===== src/rtl/bpc_pkg.sv =====
// Types, register indexes and reset values for the bilge pump controller
package bpc_pkg;

  localparam int unsigned CfgIdxW  = 3;
  localparam int unsigned CfgDataW = 32;

  // Configuration register indexes
  localparam logic [CfgIdxW-1:0] CFG_MANUAL_OFF     = 3'd0;
  localparam logic [CfgIdxW-1:0] CFG_AUTO_OFF       = 3'd1;
  localparam logic [CfgIdxW-1:0] CFG_ALARM_OFF      = 3'd2;
  localparam logic [CfgIdxW-1:0] CFG_CYCLIC_RUN     = 3'd3;
  localparam logic [CfgIdxW-1:0] CFG_CYCLIC_IVL     = 3'd4;
  localparam logic [CfgIdxW-1:0] CFG_MANUAL_DEB     = 3'd5;
  localparam logic [CfgIdxW-1:0] CFG_FLOAT_DEB      = 3'd6;
  localparam logic [CfgIdxW-1:0] CFG_TICKS_PER_SEC  = 3'd7;

  // Reset values
  localparam logic [7:0]  RST_MANUAL_OFF    = 8'd1;
  localparam logic [7:0]  RST_AUTO_OFF      = 8'd30;
  localparam logic [7:0]  RST_ALARM_OFF     = 8'd120;
  localparam logic [7:0]  RST_CYCLIC_RUN    = 8'd30;
  localparam logic [31:0] RST_CYCLIC_IVL    = 32'd7200000;
  localparam logic [7:0]  RST_MANUAL_DEB    = 8'd100;
  localparam logic [7:0]  RST_FLOAT_DEB     = 8'd50;
  localparam logic [9:0]  RST_TICKS_PER_SEC = 10'd1000;

  typedef enum logic [2:0] {
    MODE_IDLE   = 3'd0,
    MODE_MANUAL = 3'd1,
    MODE_AUTO   = 3'd2,
    MODE_HIGH   = 3'd3,
    MODE_DELAY  = 3'd4,
    MODE_CYCLIC = 3'd5
  } mode_e;

  typedef struct packed {
    logic [7:0]  manual_off_s;
    logic [7:0]  auto_off_s;
    logic [7:0]  alarm_off_s;
    logic [7:0]  cyclic_run_s;
    logic [31:0] cyclic_ivl_ms;
    logic [7:0]  manual_deb_ms;
    logic [7:0]  float_deb_ms;
    logic [9:0]  ticks_per_sec;
  } cfg_t;

  // Debounced switch states
  typedef struct packed {
    logic high;
    logic manual;
    logic main;
  } act_t;

endpackage


===== src/rtl/bpc_cfg_regs.sv =====
// Configuration register file for the bilge pump controller
module bpc_cfg_regs (
  input  logic                          clk_i,
  input  logic                          rst_ni,
  input  logic                          cfg_we_i,
  input  logic [bpc_pkg::CfgIdxW-1:0]   cfg_idx_i,
  input  logic [bpc_pkg::CfgDataW-1:0]  cfg_wdata_i,
  output bpc_pkg::cfg_t                 cfg_o
);

  bpc_pkg::cfg_t cfg_q;

  always_ff @(posedge clk_i or negedge rst_ni) begin
    if (!rst_ni) begin
      cfg_q.manual_off_s  <= bpc_pkg::RST_MANUAL_OFF;
      cfg_q.auto_off_s    <= bpc_pkg::RST_AUTO_OFF;
      cfg_q.alarm_off_s   <= bpc_pkg::RST_ALARM_OFF;
      cfg_q.cyclic_run_s  <= bpc_pkg::RST_CYCLIC_RUN;
      cfg_q.cyclic_ivl_ms <= bpc_pkg::RST_CYCLIC_IVL;
      cfg_q.manual_deb_ms <= bpc_pkg::RST_MANUAL_DEB;
      cfg_q.float_deb_ms  <= bpc_pkg::RST_FLOAT_DEB;
      cfg_q.ticks_per_sec <= bpc_pkg::RST_TICKS_PER_SEC;
    end else if (cfg_we_i) begin
      unique case (cfg_idx_i)
        bpc_pkg::CFG_MANUAL_OFF:    cfg_q.manual_off_s  <= cfg_wdata_i[7:0];
        bpc_pkg::CFG_AUTO_OFF:      cfg_q.auto_off_s    <= cfg_wdata_i[7:0];
        bpc_pkg::CFG_ALARM_OFF:     cfg_q.alarm_off_s   <= cfg_wdata_i[7:0];
        bpc_pkg::CFG_CYCLIC_RUN:    cfg_q.cyclic_run_s  <= cfg_wdata_i[7:0];
        bpc_pkg::CFG_CYCLIC_IVL:    cfg_q.cyclic_ivl_ms <= cfg_wdata_i[31:0];
        bpc_pkg::CFG_MANUAL_DEB:    cfg_q.manual_deb_ms <= cfg_wdata_i[7:0];
        bpc_pkg::CFG_FLOAT_DEB:     cfg_q.float_deb_ms  <= cfg_wdata_i[7:0];
        bpc_pkg::CFG_TICKS_PER_SEC: cfg_q.ticks_per_sec <= cfg_wdata_i[9:0];
        default: ;
      endcase
    end
  end

  assign cfg_o = cfg_q;

endmodule


===== src/rtl/bpc_debounce.sv =====
// Debounce counters for the main float, high-water float and manual switches
module bpc_debounce (
  input  logic          clk_i,
  input  logic          rst_ni,
  input  logic          step_i,
  input  logic          main_n_i,
  input  logic          high_n_i,
  input  logic          manual_n_i,
  input  bpc_pkg::cfg_t cfg_i,
  output bpc_pkg::act_t act_o
);

  // Index 0 main float, 1 high float, 2 manual
  logic [7:0] cnt_q [3];
  logic [7:0] cnt_d [3];
  logic [2:0] lvl_n;
  logic [7:0] hold  [3];
  logic [2:0] act;

  assign lvl_n   = {manual_n_i, high_n_i, main_n_i};
  assign hold[0] = cfg_i.float_deb_ms;
  assign hold[1] = cfg_i.float_deb_ms;
  assign hold[2] = cfg_i.manual_deb_ms;

  always_comb begin
    for (int i = 0; i < 3; i++) begin
      if (lvl_n[i]) begin
        cnt_d[i] = 8'd0;
        act[i]   = 1'b0;
      end else begin
        // saturate at full scale
        cnt_d[i] = (cnt_q[i] == 8'hFF) ? cnt_q[i] : cnt_q[i] + 8'd1;
        act[i]   = (cnt_d[i] >= hold[i]);
      end
    end
  end

  always_ff @(posedge clk_i or negedge rst_ni) begin
    if (!rst_ni) begin
      for (int i = 0; i < 3; i++) cnt_q[i] <= 8'd0;
    end else if (step_i) begin
      for (int i = 0; i < 3; i++) cnt_q[i] <= cnt_d[i];
    end
  end

  assign act_o.main   = act[0];
  assign act_o.high   = act[1];
  assign act_o.manual = act[2];

endmodule


===== src/rtl/bpc_core.sv =====
// Mode selection, off-delay countdown and cyclic run timing
module bpc_core (
  input  logic           clk_i,
  input  logic           rst_ni,
  input  logic           step_i,
  input  bpc_pkg::act_t  act_i,
  input  bpc_pkg::cfg_t  cfg_i,
  output bpc_pkg::mode_e mode_o
);

  bpc_pkg::mode_e prior_q;
  bpc_pkg::mode_e mode_d;
  logic [7:0]  secs_q, secs_d;
  logic [9:0]  sub_q, sub_d;
  logic        pend_q, pend_d;
  logic [31:0] ms_q, ms_d;

  logic [7:0]  delay_s;
  logic [9:0]  sub_inc;
  logic [7:0]  secs_dec;

  always_comb begin
    unique case (prior_q)
      bpc_pkg::MODE_HIGH:   delay_s = cfg_i.alarm_off_s;
      bpc_pkg::MODE_MANUAL: delay_s = cfg_i.manual_off_s;
      default:              delay_s = cfg_i.auto_off_s;
    endcase
  end

  assign sub_inc  = sub_q + 10'd1;
  assign secs_dec = (secs_q != 8'd0) ? secs_q - 8'd1 : 8'd0;

  always_comb begin
    mode_d = bpc_pkg::MODE_IDLE;
    secs_d = secs_q;
    sub_d  = sub_q;
    pend_d = pend_q;
    ms_d   = ms_q;
    if (act_i.high || act_i.manual || act_i.main) begin
      if (act_i.high)        mode_d = bpc_pkg::MODE_HIGH;
      else if (act_i.manual) mode_d = bpc_pkg::MODE_MANUAL;
      else                   mode_d = bpc_pkg::MODE_AUTO;
      pend_d = 1'b0;
      secs_d = 8'd0;
      sub_d  = 10'd0;
      ms_d   = 32'd0;
    end else if (prior_q == bpc_pkg::MODE_HIGH || prior_q == bpc_pkg::MODE_MANUAL ||
                 prior_q == bpc_pkg::MODE_AUTO) begin
      // source released: load its run-on time
      sub_d = 10'd0;
      if (delay_s == 8'd0) begin
        pend_d = 1'b0;
        secs_d = 8'd0;
        ms_d   = 32'd0;
      end else begin
        pend_d = 1'b1;
        secs_d = delay_s;
        mode_d = bpc_pkg::MODE_DELAY;
      end
    end else if (pend_q) begin
      mode_d = (prior_q == bpc_pkg::MODE_CYCLIC) ? bpc_pkg::MODE_CYCLIC
                                                 : bpc_pkg::MODE_DELAY;
      if (sub_inc >= cfg_i.ticks_per_sec) begin
        sub_d  = 10'd0;
        secs_d = secs_dec;
        if (secs_dec == 8'd0) begin
          pend_d = 1'b0;
          ms_d   = 32'd0;
          mode_d = bpc_pkg::MODE_IDLE;
        end
      end else begin
        sub_d = sub_inc;
      end
    end else if (ms_q > cfg_i.cyclic_ivl_ms) begin
      sub_d = 10'd0;
      if (cfg_i.cyclic_run_s == 8'd0) begin
        pend_d = 1'b0;
        secs_d = 8'd0;
        ms_d   = 32'd0;
      end else begin
        pend_d = 1'b1;
        secs_d = cfg_i.cyclic_run_s;
        mode_d = bpc_pkg::MODE_CYCLIC;
      end
    end else begin
      // hold at full scale
      ms_d = (ms_q == 32'hFFFF_FFFF) ? ms_q : ms_q + 32'd1;
    end
  end

  always_ff @(posedge clk_i or negedge rst_ni) begin
    if (!rst_ni) begin
      prior_q <= bpc_pkg::MODE_IDLE;
      secs_q  <= 8'd0;
      sub_q   <= 10'd0;
      pend_q  <= 1'b0;
      ms_q    <= 32'd0;
    end else if (step_i) begin
      prior_q <= mode_d;
      secs_q  <= secs_d;
      sub_q   <= sub_d;
      pend_q  <= pend_d;
      ms_q    <= ms_d;
    end
  end

  assign mode_o = mode_d;

endmodule


===== src/rtl/bilge_pump_controller_top.sv =====
// Bilge pump controller: one request per millisecond tick, one result each
//
// Input channel: in_valid_i / in_stall_o carry one tick with the three
// active-low switch levels. Output channel: out_valid_o / out_stall_i carry
// pump_on_o, alarm_on_o and mode_o for that tick, in order.
// Configuration: cfg_we_i writes cfg_wdata_i into register cfg_idx_i at the
// clock edge; write only while no request is in flight.
// Path: a request accepted at an edge is held in the input register, and
// its result is loaded into the output register when the output side is free.
// Throughput: one request per cycle while the output is not stalled; the
// debounce, mode and countdown update is a single pass of logic between the
// input and output registers.
// A stall on the output holds the result; the input register still takes a
// request, and in_stall_o rises only when both registers are full.
// Reset clears all switch counters, the countdown and elapsed time, sets the
// mode to idle, loads the register defaults and empties both registers.
module bilge_pump_controller_top (
  input  logic                          clk_i,
  input  logic                          rst_ni,
  input  logic                          in_valid_i,
  output logic                          in_stall_o,
  input  logic                          main_float_n_i,
  input  logic                          high_float_n_i,
  input  logic                          manual_n_i,
  output logic                          out_valid_o,
  input  logic                          out_stall_i,
  output logic                          pump_on_o,
  output logic                          alarm_on_o,
  output logic [2:0]                    mode_o,
  input  logic                          cfg_we_i,
  input  logic [bpc_pkg::CfgIdxW-1:0]   cfg_idx_i,
  input  logic [bpc_pkg::CfgDataW-1:0]  cfg_wdata_i
);

  bpc_pkg::cfg_t  cfg;
  bpc_pkg::act_t  act;
  bpc_pkg::mode_e mode;

  logic in_vld_q, in_vld_d;
  logic main_n_q, high_n_q, manual_n_q;
  logic out_vld_q, out_vld_d;
  logic pump_q, alarm_q;
  logic [2:0] mode_q;
  logic step, in_acc;

  assign step       = in_vld_q && (!out_vld_q || !out_stall_i);
  assign in_stall_o = in_vld_q && !step;
  assign in_acc     = in_valid_i && !in_stall_o;
  assign in_vld_d   = in_acc || (in_vld_q && !step);
  assign out_vld_d  = step || (out_vld_q && out_stall_i);

  bpc_cfg_regs u_cfg (
    .clk_i      (clk_i),
    .rst_ni     (rst_ni),
    .cfg_we_i   (cfg_we_i),
    .cfg_idx_i  (cfg_idx_i),
    .cfg_wdata_i(cfg_wdata_i),
    .cfg_o      (cfg)
  );

  bpc_debounce u_deb (
    .clk_i     (clk_i),
    .rst_ni    (rst_ni),
    .step_i    (step),
    .main_n_i  (main_n_q),
    .high_n_i  (high_n_q),
    .manual_n_i(manual_n_q),
    .cfg_i     (cfg),
    .act_o     (act)
  );

  bpc_core u_core (
    .clk_i (clk_i),
    .rst_ni(rst_ni),
    .step_i(step),
    .act_i (act),
    .cfg_i (cfg),
    .mode_o(mode)
  );

  always_ff @(posedge clk_i or negedge rst_ni) begin
    if (!rst_ni) begin
      in_vld_q  <= 1'b0;
      out_vld_q <= 1'b0;
    end else begin
      in_vld_q  <= in_vld_d;
      out_vld_q <= out_vld_d;
    end
  end

  always_ff @(posedge clk_i) begin
    if (in_acc) begin
      main_n_q   <= main_float_n_i;
      high_n_q   <= high_float_n_i;
      manual_n_q <= manual_n_i;
    end
    if (step) begin
      pump_q  <= (mode != bpc_pkg::MODE_IDLE);
      alarm_q <= (mode == bpc_pkg::MODE_HIGH);
      mode_q  <= mode;
    end
  end

  assign out_valid_o = out_vld_q;
  assign pump_on_o   = pump_q;
  assign alarm_on_o  = alarm_q;
  assign mode_o      = mode_q;

endmodule


===== config.mk =====
export PLATFORM = sky130hd
export DESIGN_NAME = bilge_pump_controller_top
export DESIGN_NICKNAME = d
export VERILOG_FILES = /design/src/rtl/bpc_pkg.sv /design/src/rtl/bpc_cfg_regs.sv /design/src/rtl/bpc_debounce.sv /design/src/rtl/bpc_core.sv /design/src/rtl/bilge_pump_controller_top.sv
export SDC_FILE = /design/constraint.sdc
export NUM_CORES = 1
export LEC_CHECK = 0
export BUFFER_PORTS_ARGS = -buffer_cell sky130_fd_sc_hd__buf_2
export CORE_MARGIN = 4
export CORE_UTILIZATION = 60
export CTS_BUF_LIST = sky130_fd_sc_hd__clkbuf_8
export DETAILED_ROUTE_END_ITERATION = 10
export PLACE_DENSITY = 0.75
export SYNTH_ARGS = -nofsm -noshare
export SYNTH_HDL_FRONTEND = slang
export SYNTH_SLANG_ARGS = --single-unit

===== constraint.sdc =====
create_clock -name clk_i -period 6.8 [get_ports clk_i]
set_input_delay 0.34 -clock clk_i [delete_from_list [all_inputs] [get_ports clk_i]]
set_output_delay 0.34 -clock clk_i [all_outputs]
set_load 0.005 [all_outputs]

==> results.yml <==
hold_path:
  hold_depth: 1
  hold_path.class: "input port to register"
  hold_end: "main_n_q"
  hp-start: "main_float_n_i"
route:
  drt_iter0_drc: 509
  ant_nets: 0
  drc: 0
  routed_wl_um: 21600
  wl_per_cell_um: 16.7
  firstDrtPassIters: 5
  vias: 7744
  via_per_inst: 5.98
grt:
  grt_max_degree: 66
  grt_usage_pct: 23.1
  grt_pass1_wl_um: 36900
  grt_pass1_vias: 7577
  antenna_found_initial: 0
  overflow: 0
clock_network:
  clkTransAtPathRegs_ns: 0.10
  root_buffer: "clkbuf_8"
  cts_tree: "built"
  htreeDepth: 4
  ctsLongestPathBuffers: 2
  cts_resized: 0
  clk_latency_ns: 0.48
  cts_hold_buf: 1
  cts_buffers: 17
  cts_setup_buffers: 0
  cts_sinks: 177
critical_path:
  r2r_start: "u_deb.cnt_q[0]"
  reg2reg_to: "u_core.secs_q[2]"
  cp_max_fo: 14
  critPathSlowestCell: "o211ai_1"
  crit_chain: "ha_1 > and2_1 > nor2b_1 > nand2_1 > nand2b_1 > nor2_1 > xor2_1 > ha_1 > a41o_1 > a21oi_1 > a2bb2oi_1 > nor3b_4 > nand3_2 > o211ai_1 > nor2_1 > a22o_1"
  cp_slowest_stage_delay_ns: 0.94
  end_kind: "register"
  critical_path.startpoint_type: "register"
  critPathKind: "register to register"
  rrSetupSlack_ns: 1.93
  required_ns: 7.17
  cp.arrival_ns: 5.24
  ff2ff_path_depth: 16
layout:
  multi_input_area_um2: 5220
  syn_to_final_growth_pct: 8.12
  nFillCells: 1285
  seq_area_um2: 4510
  nets: 1179
  final_layout_size_suffix_gt1_share_pct: 19.1
  num_antenna_cells: 0
yosys:
  ys_seq_elements: 177
  avgSynthCellArea_um2: 9.90
  synth-main-ff-cell: "dfrtp_1"
  ys_seq_area_share_pct: 44.3
  synthTopCellsByCount: "dfrtp_1 (133), nand2_1 (109), inv_1 (74), ha_1 (73), mux2_2 (70)"
  netlist.area_leader.share_pct: 32.7
  yosysWarnings: 0
  synthTopCellsByArea: "dfrtp_1 (33%), dfstp_2 (9.3%), ha_1 (9.0%)"
  netlist_instances: 1029
  yosys.area.top_type: "dfrtp_1"
  synthArstFlopShare_pct: 95.5
  synth.net_count: 1145
  synth_edf_count: 8
  syn_area_um2: 10200
  yosysMostFrequentCell: "dfrtp_1"
  synth_cell_types: 72
floorplan:
  core_um2: 16600
  rows: 47
  ios: 50
  die_area_um2: 19100
  fp.dieH_um: 138
  start_util_pct: 61.2
  fp.dieW_um: 138
placed_design:
  place_congestion: 0.937
  hpwl_um: 15500
  port_buffers: 49
timing:
  finClkSkew_ns: 0.0271
  final_hold_viol_count: 0
  setup_tns_ns: 0
  min_period_ns: 4.87
  rsz0062_at_grt: "no"
  finalCritPeriodShare_pct: 71.6
  final_max_slew_viol_count: 0
  holdWs_ns: 0.0407
  worstMarginPinSlew_ns: 1.27
  slew_headroom_pct: 14.9
  setup_viol: 0
  fmax_ghz: 0.205
power_and_ir_drop:
  p_per_area_nw_per_um2: 286
  ir_drop_uv: 185
  p_leak_nw: 4.93
job:
  cap_viol_max_count: 0
run_status:
  status: "complete, no violations"
-- registers in the layout, summed over array words and instances, names as in the netlist --
signal and cells:
u_cfg.cfg_o 90, u_core.ms_q 32, u_deb.cnt_q 24, u_core.sub_q 10, u_core.secs_q 8, mode_o 3, u_core.prior_q 2, alarm_on_o 1
high_n_q 1, in_vld_q 1, main_n_q 1, manual_n_q 1, out_valid_o 1, pump_on_o 1, u_core.pend_q 1
-- through the flow --
stage / worst slack [ns] / total power, mW / cell area, um^2 / utilization (%) / std cells
4_1_cts: 1.93 / 3.17 / 11000 / 66.2 / 1296
3_3_place_gp: 2.06 / 2.38 / 10600 / 63.6 / 1263
3_5_place_dp: 1.97 / 2.42 / 10600 / 63.6 / 1263
2_1_floorplan: 2.95 / 2.17 / 10200 / - / 1029
6_report: 1.93 / 3.15 / 11000 / 66.2 / 1296
5_1_grt: 1.45 / 3.37 / 11000 / 66.2 / 1296
-- kinds of logic after synthesis --
family | Yosys count | synth area share (%)
multiplexers | 86 | 9.31
AND/OR/NAND/NOR | 309 | 15.3
AO/OA/AOI/OAI | 248 | 15.8
flip-flops | 177 | 44.3
adder cells (fa/ha/maj) | 73 | 8.96
XOR/XNOR | 20 | 1.72
buffers and inverters | 116 | 4.63
-- power breakdown --
| part | internal (mW) | switching (mW) | leakage [nW] |
|---|---|---|---|
| clock | 0.284 | 0.460 | 0.205 |
| sequential | 1.28 | 0.168 | 2.17 |
| combinational | 0.415 | 0.538 | 2.55 |
-- cells in the final DEF (no fill, tap or decap), types with 16 or more instances in the layout --
cell and n:
dfrtp_1 133, nand2_1 108, inv_1 74, ha_1 73, mux2_2 70, o21ai_0 69, nor2_1 53, a21oi_1 51
buf_2 48, dfstp_2 36, nand3_1 35, a31oi_1 33, a22o_1 20, clkbuf_8 17, nand4_1 16, mux2i_1 16
-- cell type report --
type / count / share of cell area [%]
Timing Repair Buffer: 57 / 2.85
Clock buffer: 17 / 2.12
Tap cell: 220 / 2.50
Clock inverter: 15 / 1.70
Sequential cell: 177 / 41.0
Multi-Input combinational cell: 736 / 47.3
Inverter: 74 / 2.52
-- layer usage --
metal / vias up / share of wire, % / GRT usage (%)
li1: 3808 / - / -
met1: 3786 / 48 / 32.4
met2: 130 / 48 / 37.8
met3: 20 / 3.2 / 3.56
met4: 0 / 1.2 / 6.60
met5: - / 0 / 0
-- worst max-delay path, delay by kind of cell, from the launching register on --
family	cells	cell delay (ns)
AO/OA/AOI/OAI	5	1.85
XOR/XNOR	1	0.20
adder cells (fa/ha/maj)	2	0.50
flip-flops	1	0.45
AND/OR/NAND/NOR	8	1.75
-- worst max-delay path by stage --
| stage | start | end | cells after the start |
|---|---|---|---|
| 2_1_floorplan | u_deb.cnt_q[8] | u_core.ms_q[26] | 16 |
| 3_3_place_gp | u_deb.cnt_q[8] | u_core.ms_q[13] | 17 |
| 3_5_place_dp | u_deb.cnt_q[0] | u_core.ms_q[13] | 17 |
| 4_1_cts | u_deb.cnt_q[0] | u_core.ms_q[15] | 17 |
| 5_1_grt | u_deb.cnt_q[8] | u_core.ms_q[13] | 17 |
| 6_report | u_deb.cnt_q[0] | u_core.secs_q[2] | 16 |
Power figures use the tool's default switching activity.
